[src/hdl/dilp_pkg.sv]
// Shared types and constants for the panel init list player.
// Used by dilp_decode and display_init_list_player; no dependencies.
`default_nettype none

package dilp_pkg;

  localparam int unsigned ByteW  = 8;
  localparam int unsigned CntW   = 8;
  localparam int unsigned ArgW   = 7;
  localparam int unsigned KindW  = 2;
  localparam int unsigned ValueW = 9;

  localparam logic [ByteW-1:0]  DelayFlag     = 8'h80;
  localparam logic [ByteW-1:0]  DelayLongCode = 8'd255;
  localparam logic [ValueW-1:0] DelayLongMs   = 9'd500;

  typedef enum logic [KindW-1:0] {
    KIND_CMD   = 2'd0,
    KIND_DATA  = 2'd1,
    KIND_DELAY = 2'd2,
    KIND_END   = 2'd3
  } kind_t;

  typedef enum logic [5:0] {
    PH_COUNT  = 6'b000001,
    PH_CMD    = 6'b000010,
    PH_ARGCNT = 6'b000100,
    PH_DELAY  = 6'b001000,
    PH_DATA   = 6'b010000,
    PH_ENDED  = 6'b100000
  } phase_t;

  typedef struct packed {
    phase_t          phase;
    logic [CntW-1:0] cmds_left;
    logic [ArgW-1:0] args_left;
  } parse_state_t;

  typedef struct packed {
    logic              vld;
    kind_t             kind;
    logic [ValueW-1:0] value;
  } result_t;

endpackage

`default_nettype wire

[src/hdl/dilp_decode.sv]
// Byte classifier: next parser state and optional result for one list byte.
// Pure combinational; depends on dilp_pkg.
`default_nettype none

module dilp_decode (
  input  wire dilp_pkg::parse_state_t     st,
  input  wire logic [dilp_pkg::ByteW-1:0] list_byte,
  output dilp_pkg::parse_state_t          st_nxt,
  output dilp_pkg::result_t               res
);
  import dilp_pkg::*;

  phase_t          after_cmd;
  logic [ArgW-1:0] args_dec;

  assign after_cmd = (st.cmds_left != '0) ? PH_CMD : PH_COUNT;
  assign args_dec  = st.args_left - ArgW'(1);

  always_comb begin
    st_nxt    = st;
    res.vld   = 1'b0;
    res.kind  = KIND_CMD;
    res.value = '0;
    case (st.phase)
      PH_COUNT: begin
        if (list_byte == '0) begin
          st_nxt.phase = PH_ENDED;
          res.vld      = 1'b1;
          res.kind     = KIND_END;
        end else begin
          st_nxt.cmds_left = list_byte;
          st_nxt.phase     = PH_CMD;
        end
      end
      PH_CMD: begin
        st_nxt.cmds_left = st.cmds_left - CntW'(1);
        st_nxt.phase     = PH_ARGCNT;
        res.vld          = 1'b1;
        res.kind         = KIND_CMD;
        res.value        = ValueW'(list_byte);
      end
      PH_ARGCNT: begin
        if ((list_byte & DelayFlag) != '0) begin
          st_nxt.phase = PH_DELAY;
        end else begin
          st_nxt.args_left = list_byte[ArgW-1:0];
          st_nxt.phase     = (list_byte[ArgW-1:0] != '0) ? PH_DATA : after_cmd;
        end
      end
      PH_DELAY: begin
        st_nxt.phase = after_cmd;
        res.vld      = 1'b1;
        res.kind     = KIND_DELAY;
        res.value    = (list_byte == DelayLongCode) ? DelayLongMs : ValueW'(list_byte);
      end
      PH_DATA: begin
        st_nxt.args_left = args_dec;
        if (args_dec == '0) begin
          st_nxt.phase = after_cmd;
        end
        res.vld   = 1'b1;
        res.kind  = KIND_DATA;
        res.value = ValueW'(list_byte);
      end
      default: begin
        // ended (and any stray code): swallow everything until reset
        st_nxt.phase = PH_ENDED;
      end
    endcase
  end

endmodule

`default_nettype wire

[src/hdl/display_init_list_player.sv]
// Top level of the panel init list player: input register, decoder, result register.
// Depends on dilp_pkg and dilp_decode.
`default_nettype none

// Usage:
//   Feed the packed start-up list one byte per beat on in_* (in_tdata[7:0]).
//   Each byte yields zero or one result beat on out_*: out_tuser holds the
//   kind (command, data, delay, end of list), out_tdata the command/data byte
//   or the delay in ms (255 is expanded to 500).
//   Group-count bytes other than zero and argument-count bytes give no beat.
//   After the end-of-list beat every further byte is accepted and dropped.
// Timing:
//   One byte per cycle sustained while out_tready stays high. An accepted byte
//   is held in the input register and its result shows on out_tvalid from the
//   result register; the decode uses one phase register and two small counters.
// Reset:
//   rst_n low (synchronous) empties both registers and returns the parser to
//   waiting for the first group count.
// Backpressure:
//   While out_tready is low a pending result holds; the input register keeps
//   one more byte, so in_tready drops only once both stages are full.
module display_init_list_player (
  input  wire logic        clk,
  input  wire logic        rst_n,
  input  wire logic        in_tvalid,
  output logic             in_tready,
  input  wire logic [7:0]  in_tdata,   // [7:0] list_byte
  output logic             out_tvalid,
  input  wire logic        out_tready,
  output logic [15:0]      out_tdata,  // [8:0] out_value, [15:9] zero
  output logic [1:0]       out_tuser   // [1:0] out_kind
);
  import dilp_pkg::*;

  logic              in_vld_r;
  logic [ByteW-1:0]  in_byte_r;
  parse_state_t      st_r;
  parse_state_t      st_nxt;
  result_t           res;
  logic              out_vld_r;
  kind_t             out_kind_r;
  logic [ValueW-1:0] out_value_r;
  logic              advance;

  dilp_decode u_decode (
    .st        (st_r),
    .list_byte (in_byte_r),
    .st_nxt    (st_nxt),
    .res       (res)
  );

  // the held byte moves on when the result register is free or being drained
  assign advance   = in_vld_r && (!out_vld_r || out_tready);
  assign in_tready = !in_vld_r || advance;

  always_ff @(posedge clk) begin
    if (!rst_n) begin
      in_vld_r        <= 1'b0;
      out_vld_r       <= 1'b0;
      st_r.phase      <= PH_COUNT;
      st_r.cmds_left  <= '0;
      st_r.args_left  <= '0;
    end else begin
      if (in_tready) begin
        in_vld_r <= in_tvalid;
      end
      if (advance) begin
        st_r      <= st_nxt;
        out_vld_r <= res.vld;
      end else if (out_tready) begin
        out_vld_r <= 1'b0;
      end
    end
  end

  always_ff @(posedge clk) begin
    if (in_tready && in_tvalid) begin
      in_byte_r <= in_tdata;
    end
    if (advance) begin
      out_kind_r  <= res.kind;
      out_value_r <= res.value;
    end
  end

  assign out_tvalid = out_vld_r;
  assign out_tdata  = {7'd0, out_value_r};
  assign out_tuser  = out_kind_r;

endmodule

`default_nettype wire
[config.mk]
export PLATFORM = sky130hd
export DESIGN_NAME = display_init_list_player
export DESIGN_NICKNAME = d
export VERILOG_FILES = /design/src/hdl/dilp_pkg.sv /design/src/hdl/dilp_decode.sv /design/src/hdl/display_init_list_player.sv
export SDC_FILE = /design/constraint.sdc
export NUM_CORES = 1
export LEC_CHECK = 0
export BUFFER_PORTS_ARGS = -buffer_cell sky130_fd_sc_hd__buf_2
export CELL_PAD_IN_SITES_DETAIL_PLACEMENT = 0
export CELL_PAD_IN_SITES_GLOBAL_PLACEMENT = 1
export CORE_MARGIN = 3
export CORE_UTILIZATION = 47
export CTS_CLUSTER_DIAMETER = 30
export DETAILED_ROUTE_END_ITERATION = 8
export HOLD_SLACK_MARGIN = 0.06
export PLACE_DENSITY = 0.88
export SETUP_SLACK_MARGIN = 0.5
export SLEW_MARGIN = 5
export SYNTH_ARGS = -nofsm -noshare
export SYNTH_HDL_FRONTEND = slang
export SYNTH_SLANG_ARGS = --single-unit
[constraint.sdc]
create_clock -name clk -period 4.1 [get_ports clk]
set_input_delay 0.41 -clock clk [delete_from_list [all_inputs] [get_ports clk]]
set_output_delay 0.41 -clock clk [all_outputs]
set_load 0.02 [all_outputs]
# Word level (Yosys, flattened, before mapping)
# Index checks and enable logic that the tools add are counted.
[word_totals]
regBits = 42
input_bits = 12
output_inout_bits = 20
elab_cells = 52
[op_classes]
addsub = 2
n_eq_ne = 9
muxes = 16
reduce_logical = 17
[ops]
columns = ["operator", "count"]
rows = [
  ["6-bit one-hot mux with 5 select lines", 1],
  ["6-bit 2-to-1 mux", 4],
  ["9-bit one-hot mux with 2 select lines", 1],
  ["8-bit one-hot mux with 2 select lines", 1],
  ["7-bit one-hot mux with 2 select lines", 1],
  ["3-bit one-hot mux with 4 select lines", 1],
  ["9-bit 2-to-1 mux", 1],
  ["8-bit == test, second input constant", 1],
  ["8-bit zero test", 1],
  ["8-bit 2-to-1 mux", 1],
  ["8-bit nonzero test", 1],
  ["8-bit by 1-bit subtractor with 8-bit output, second input constant", 1],
  ["7-bit zero test", 1],
  ["7-bit 2-to-1 mux", 1],
  ["7-bit nonzero test", 1],
  ["7-bit by 1-bit subtractor with 7-bit output, second input constant", 1],
  ["6-bit by 1-bit == test with 1-bit output, second input constant", 1],
  ["6-bit by 2-bit == test with 1-bit output, second input constant", 1],
  ["6-bit by 3-bit == test with 1-bit output, second input constant", 1],
  ["6-bit by 4-bit == test with 1-bit output, second input constant", 1],
  ["6-bit by 5-bit == test with 1-bit output, second input constant", 1],
  ["3-bit AND reduction", 2],
  ["2-bit nonzero test", 3],
  ["2-bit inequality test, second input constant", 2],
  ["other kinds (9)", 13],
]

# Logic depth before layout (Yosys ltp)
# Gate-level depths: netlist of run 1.
[depth]
depth_word = 5
mapped_depth = 7

# By module
# From an unflattened synthesis of run 1, not the netlist that was laid out.
[unflattened]
cells_unflattened = 267
hier_area_um2 = 2539.9
[by_module_without_submodules]
columns = ["mod", "instances", "cells_each", "area_each_um2"]
rows = [
  ["display_init_list_player", 1, 129, 1581.5],
  ["dilp_decode", 1, 138, 958.4],
]

# Worst setup path after synthesis of run 1
# OpenSTA, ideal clock, no wires.
[synth_path]
kind = "reg2reg"
start = "register st_r[0] in the netlist's numbering"
end = "register st_r[15] in the netlist's numbering"
setup_ns = 0.072
arrival_ns = 1.781
required_ns = 4.028
slack_ns = 2.247
stages_incl_launch_ff = 8
n_path_buf = 0
path_cell_list = "dfxtp_1 -> inv_1 -> ha_1 -> or4b_1 -> nor2_1 -> xnor2_1 -> a31oi_4 -> mux2i_1"
[synth_between]
elab_chain_cells = 4
[synth_rtl]
columns = ["element", "line_no", "rtl"]
rows = [
  ["start: declaration", "display_init_list_player.sv:37", "parse_state_t st_r;"],
  ["start signal: assignment", "display_init_list_player.sv:68", "st_r <= st_nxt;"],
  ["7-bit by 1-bit subtractor with 7-bit output", "dilp_decode.sv:17", "assign args_dec = st.args_left - ArgW'(1);"],
  ["7-bit zero test", "dilp_decode.sv:58", "if (args_dec == '0) begin"],
  ["2-bit by 1-bit inequality test with 1-bit output (no line)", "--", ""],
  ["2-bit AND reduction (no line)", "--", ""],
]
# Every way passes these cells.
# A chain may end at the register's enable or synchronous reset.

# Worst setup path after layout of run 1
[layout_path]
start = "register st_r[20] in the netlist's numbering"
end = "register st_r[7] in the netlist's numbering"
[layout_between]
elab_chain_cells = 3
word_cells_on_any_way = 6
classes_between = "eq/ne (3); mux (1); reduce/logical (2)"
[layout_rtl]
columns = ["element", "line_no", "rtl"]
rows = [
  ["6-bit by 1-bit == test with 1-bit output or 6-bit by 2-bit == test with 1-bit output (tied branches)", "dilp_decode.sv:24", "case (st.phase)"],
  ["2-bit inequality test (no line) or 2-bit nonzero test (tied branches)", "--", ""],
  ["3-bit AND reduction (no line)", "--", ""],
]
# Parallel ways exist; a longest one is shown, timed or not.

==> results.json, run 1 <==
{
  "worstSkewPairLatency_ps": 290,
  "core-area_um2": 4470,
  "worstSetupStartpointType": "flop",
  "post-cts-setup-buffers": 0,
  "syn_inst": 232,
  "routed_wl_mm": 4.58,
  "r2r_start": "st_r[20]",
  "hold_depth": 1,
  "synthFlopType": "dfxtp_1",
  "antenna_found_initial": 0,
  "yosysUniqueCellTypes": 46,
  "start_util": 0.499,
  "dieHeight_um": 74.9,
  "crit_chain": "nor4_4, nand3b_2, a211oi_4, o21ai_2, a221oi_2",
  "post-route-util": 0.548,
  "drt.antenna.violating_nets": 0,
  "htree_levels": 2,
  "holdBufCountCts": 0,
  "ff2ff_setup_slack_ps": 1910,
  "grtUsageTotal": 0.182,
  "cellPowerDensity_nw_per_um2": 341,
  "hold_violations": 0,
  "tightestPinTransition_ps": 762,
  "min_to": "in_byte_r[3]",
  "synth-edff-count": 19,
  "first_global_vias": 1592,
  "required_ps": 4310,
  "p_leak_nw": 0.958,
  "p_total_uw": 837,
  "critPathBufInv": 0,
  "critPathTopFamily": "compound AO/OA/AOI/OAI gates",
  "yosys_warnings": 0,
  "n_antenna_cell": 0,
  "clk_pin_slew_worst_paths_ps": 80,
  "tns_ps": 0,
  "clockRootBuffer": "clkbuf_8",
  "max_freq_ghz": 0.456,
  "synth.avg_cell_area_um2": 9.62,
  "synthArstFlopShare": 0,
  "min_period_over_period": 0.535,
  "crit_type": "flop to flop",
  "postSynthRegisterBits": 42,
  "placedCellCount": 300,
  "grt_max_degree": 20,
  "gp_congestion": 0.862,
  "overflow": 0,
  "drv_cap": 0,
  "fin_skew_ps": 4.24,
  "io_pins": 32,
  "cp.arrival_ps": 2400,
  "hold_class": "input port to flop",
  "fin_cells": 308,
  "layout-drive-gt1-share": 0.160,
  "synth_area_um2": 2230,
  "viasPerCell": 5.73,
  "cts.path.max_buffers": 2,
  "die-area_um2": 5610,
  "vdd_drop_max_mv": 0.196,
  "fin_nets": 270,
  "drtPass1Iterations": 4,
  "syn_to_final_growth_pct": 9.93,
  "cts-buffers-inserted": 5,
  "finalSetupViolCount": 0,
  "slew_headroom": 0.489,
  "drtIter0Drc": 148,
  "ctsResizeCount": 0,
  "vias": 1765,
  "ff2ff_path_depth": 5,
  "grt_setup_unrepaired": "false",
  "portBuffers": 24,
  "grt_pass1_wl_mm": 7.77,
  "post_drt_wl_per_cell_um": 14.9,
  "hp-start": "in_tdata[3]",
  "cts_tree": "yes",
  "crit_path_end_kind": "flop",
  "slew_viol_final": 0,
  "post-route-min-period_ps": 2190,
  "cts.sink_count": 42,
  "drc": 0,
  "r2r_end": "st_r[7]",
  "dp_hpwl_mm": 3.20,
  "seq_area_frac_synth": 0.462,
  "cp_max_fo": 19,
  "worst_path_largest_cell_delay_ps": 540,
  "dieWidth_um": 74.9,
  "worst_path_max_delay_cell": "a211oi_4",
  "std_cell_rows": 24,
  "outcome": "finished clean"
}
[area by class of cell]
| cell class | count | area [µm²] |
|---|---|---|
| clock buffers | 6 | 82.6 |
| clock inverters | 2 | 12.5 |
| fillers | 401 | 2020 |
| inverters | 7 | 26.3 |
| multi-input cells | 175 | 1110 |
| flip-flops and latches | 42 | 1030 |
| well taps | 52 | 65.1 |
| repair buffers | 24 | 120 |
[placed cells by master, fill, tap and decap left out, drive strengths merged, types with 2 or more instances in the layout]
master  netlist  routed
conb          1       7
a21oi        21      21
a211o         5       5
o21a          6       6
or4           2       2
o211ai        2       2
nand3         3       3
o21ai         9       9
nand4         7       7
buf           9      24
dfxtp        23      23
nor3          6       6
mux2i         6       6
and2         11      11
clkbuf        5       6
nand2b        3       3
inv           7       7
a21boi        4       4
a21o          2       2
ha            3       3
edfxtp       19      19
a31oi         3       3
and3b         3       3
nand2        26      26
nand3b        7       7
or3           3       3
nor2b         3       3
xnor2         3       3
nor4          5       5
nor2         16      16
[metal layers]
layer,up-vias,wire length (µm),GRT usage
met3,2,351,0.0401
met1,818,2100,0.250
met4,0,22,0.0672
li1,882,-,-
met2,63,2100,0.281
met5,-,0,0
[registers in the layout, summed over array words and instances (netlist names)]
name,count
in_byte_r,8
in_vld_r,1
out_tuser,2
out_tvalid,1
out_value_r,9
st_r,21
[cell usage after synthesis (2+ instances only)]
cell,number,area share
and2_1,11,0.031
a211o_1,5,0.020
xnor2_1,3,0.012
nand3_1,3,0.0067
a21oi_1,21,0.047
mux2i_1,6,0.027
o21ai_0,4,0.0090
nand3b_1,6,0.020
or4_1,2,0.0067
clkbuf_1,5,0.0084
a21o_1,2,0.0067
ha_1,3,0.017
nor2b_1,3,0.0084
a21boi_1,4,0.013
buf_4,7,0.024
nor2_1,16,0.027
nand2_1,26,0.044
buf_2,2,0.0045
a31oi_1,2,0.0056
nand4_1,7,0.020
or3_1,3,0.0084
o21ai_1,4,0.0090
nor4_1,2,0.0056
dfxtp_1,23,0.21
nor4_2,2,0.011
edfxtp_1,19,0.26
inv_1,7,0.012
and3b_1,3,0.012
nor3_1,6,0.013
nand2b_1,3,0.0084
o21a_1,6,0.020
o211ai_1,2,0.0067
[stage by stage]
step	hold WS [ps]	cell area (µm²)	setup WS [ps]
2_1_floorplan	444	2250	2250
3_3_place_gp	458	2360	1850
3_5_place_dp	466	2360	1850
4_1_cts	278	2450	1940
5_1_grt	272	2450	1720
6_report	288	2450	1910
[power breakdown]
part / switching, mW / leakage (nW) / internal (mW)
clock: 0.137 / 0.0472 / 0.135
sequential: 0.0182 / 0.371 / 0.454
combinational: 0.0582 / 0.539 / 0.0344
total: 0.214 / 0.958 / 0.623
[kinds of logic after synthesis]
kind of cell / synth area share
AO/OA/AOI/OAI: 0.184
adder cells (fa/ha/maj): 0.0168
AND/OR/NAND/NOR: 0.248
multiplexers: 0.0269
flip-flops: 0.462
other: 0.00168
buffers and inverters: 0.0482
XOR/XNOR: 0.0118
[worst max path at each step]
stage	startpoint	to	slack, ps	cells past startpoint
3_3_place_gp	out_tready	st_r[1]	1850	7
3_5_place_dp	out_tready	st_r[1]	1850	7
6_report	st_r[20]	st_r[7]	1910	5
5_1_grt	st_r[16]	st_r[6]	1720	5
4_1_cts	st_r[20]	st_r[7]	1940	5
2_1_floorplan	st_r[0]	st_r[15]	2250	7
Power figures use the tool's default switching activity.
==> inputs of run 2 (changes only) <==
--- a/config.mk
+++ b/config.mk
@@ -9,11 +9,11 @@
 export CELL_PAD_IN_SITES_DETAIL_PLACEMENT = 0
 export CELL_PAD_IN_SITES_GLOBAL_PLACEMENT = 1
 export CORE_MARGIN = 3
-export CORE_UTILIZATION = 47
+export CORE_UTILIZATION = 39
 export CTS_CLUSTER_DIAMETER = 30
 export DETAILED_ROUTE_END_ITERATION = 8
 export HOLD_SLACK_MARGIN = 0.06
-export PLACE_DENSITY = 0.88
+export PLACE_DENSITY = 0.79
 export SETUP_SLACK_MARGIN = 0.5
 export SLEW_MARGIN = 5
 export SYNTH_ARGS = -nofsm -noshare
==> constraint.sdc (replaced) <==
create_clock -name clk -period 2 [get_ports clk]
set_input_delay 0.2 -clock clk [delete_from_list [all_inputs] [get_ports clk]]
set_output_delay 0.2 -clock clk [all_outputs]
set_load 0.02 [all_outputs]
==> run 2 against run 1 <==
  * Non-clock buffer count grew 48
  * Via count grew 13%
  * Utilization grew 4.1 points
  * Cell count grew 21%
  * Total power grew 120%
  * Critical path type unchanged
==> results.json, run 2 (synthesis results as in run 1) <==
{
  "outcome": "finished clean",
  "grt_max_degree": 16,
  "io_pins": 32,
  "drv_cap": 0,
  "finalSetupViolCount": 0,
  "dp_hpwl_mm": 3.79,
  "drtIter0Drc": 95,
  "combPwrFrac": 0.163,
  "grt_pass1_wl_mm": 9.47,
  "worstSkewPairLatency_ps": 310,
  "clockRootBuffer": "clkbuf_8",
  "crit_type": "flop to flop",
  "p_int_mw": 1.31,
  "max_freq_ghz": 0.542,
  "drc": 0,
  "final_common_cell": "buf_4",
  "first_global_vias": 2026,
  "multiInputGateArea_um2": 1320,
  "nFillCells": 470,
  "tightestPinTransition_ps": 548,
  "post-route-min-period_ps": 1850,
  "dpl_worst_slack_ps": 81.7,
  "vdd_drop_max_mv": 0.384,
  "grtUsageTotal": 0.192,
  "dieHeight_um": 81.6,
  "pwr-share-clk": 0.311,
  "cts.sink_count": 42,
  "cellPowerDensity_nw_per_um2": 584,
  "hold_violations": 0,
  "clk_pin_slew_worst_paths_ps": 90,
  "slew_viol_final": 0,
  "dieWidth_um": 81.6,
  "pwr-share-seq": 0.526,
  "whs_ps": 126,
  "slew_headroom": 0.635,
  "post_drt_wl_per_cell_um": 15.7,
  "p_leak_nw": 1.23,
  "fin_nets": 318,
  "tns_ps": 0,
  "worstSetupStartpointType": "flop",
  "die-area_um2": 6660,
  "syn_to_final_growth_pct": 40.0,
  "layout-drive-gt1-share": 0.405,
  "viasPerCell": 5.36,
  "min_period_over_period": 0.923,
  "antenna_found_initial": 0,
  "cp_max_fo": 6,
  "n_antenna_cell": 0,
  "top_register": "st_r",
  "regArea_um2": 1040,
  "std_cell_rows": 26,
  "start_util": 0.421,
  "cp.arrival_ps": 2080,
  "layout_common_cells": "buf_4 (30), buf_2 (24), nand2_1 (22)",
  "cts-buffers-inserted": 5,
  "vias": 2003,
  "drtPass1Iterations": 4,
  "gp_congestion": 0.816,
  "largest_register_ffs": 21,
  "switchingPower_uw": 514,
  "hold_class": "input port to flop",
  "p_total_mw": 1.82,
  "fin_skew_ps": 7.57,
  "drt.antenna.violating_nets": 0,
  "crit_path_end_kind": "flop",
  "top_regs": "st_r: 21 flops, out_value_r: 9 flops, in_byte_r: 8 flops",
  "cts_tree": "yes",
  "portBuffers": 24,
  "layout_setup_ws_ps": 154,
  "cts.path.max_buffers": 2,
  "grt_setup_unrepaired": "true",
  "required_ps": 2230,
  "overflow": 0,
  "switching_share": 0.282,
  "routed_wl_mm": 5.86,
  "core-area_um2": 5300,
  "htree_levels": 2
}
[run 2: power groups by stage]
stage	combinational (mW)	sequential, mW	clock (mW)
2_1_floorplan	0.151	0.988	0
3_3_place_gp	0.231	0.977	0
3_5_place_dp	0.233	0.979	0
4_1_cts	0.271	0.958	0.580
5_1_grt	0.324	0.964	0.617
6_report	0.298	0.960	0.567
[run 2: worst max-delay path, cell delays in order (launching register included)]
cell	delay (ps)
dfxtp_2	340
inv_2	70
ha_4	150
or4b_4	490
nor2_4	120
xnor2_2	100
a31oi_4	170
buf_12	150
mux2i_1	180
[run 2: per-stage QoR]
stage,std cells,util,area (µm²)
2_1_floorplan,238,-,2360
6_report,374,0.589,3120
5_1_grt,374,0.589,3120
4_1_cts,370,0.561,2980
3_3_place_gp,336,0.491,2600
3_5_place_dp,336,0.491,2600
[run 2: repair_timing]
| item | CTS | global route |
|---|---|---|
| pin swaps | 11 | 19 |
| hold buffers | 8 | 0 |
| endpoints found under the setup margin | 31 | 33 |
| hold endpoints to repair | 8 | 0 |
| setup buffers | 18 | 4 |
| resized for setup | 13 | 28 |
[run 2: layout make-up]
type                       instances  area share
clock buffer                       5      0.0220
clock inverter                     3     0.00681
inverter                           7     0.00962
multi-input combinational        175       0.421
sequential                        42       0.334
tap                               70      0.0280
timing repair buffer              72       0.178
[run 2: per-layer routing]
layer | vias to the layer above | GRT usage | share of wire
met2 | 63 | 0.336 | 0.50
met4 | 0 | 0.0980 | 0.027
met1 | 948 | 0.216 | 0.42
li1 | 977 | - | -
met3 | 15 | 0.0450 | 0.052
met5 | - | 0 | 0
[run 2: path summary, 6_finish.rpt]
| path | from | end | slack [ps] | cells past startpoint |
|---|---|---|---|---|
| max | st_r[1] | st_r[19] | 150 | 8 |
| min | in_tvalid | in_vld_r | 130 | 3 |
| max reg2reg | st_r[1] | st_r[19] | 150 | 8 |
| min reg2reg | st_r[9] | st_r[9] | 470 | 2 |
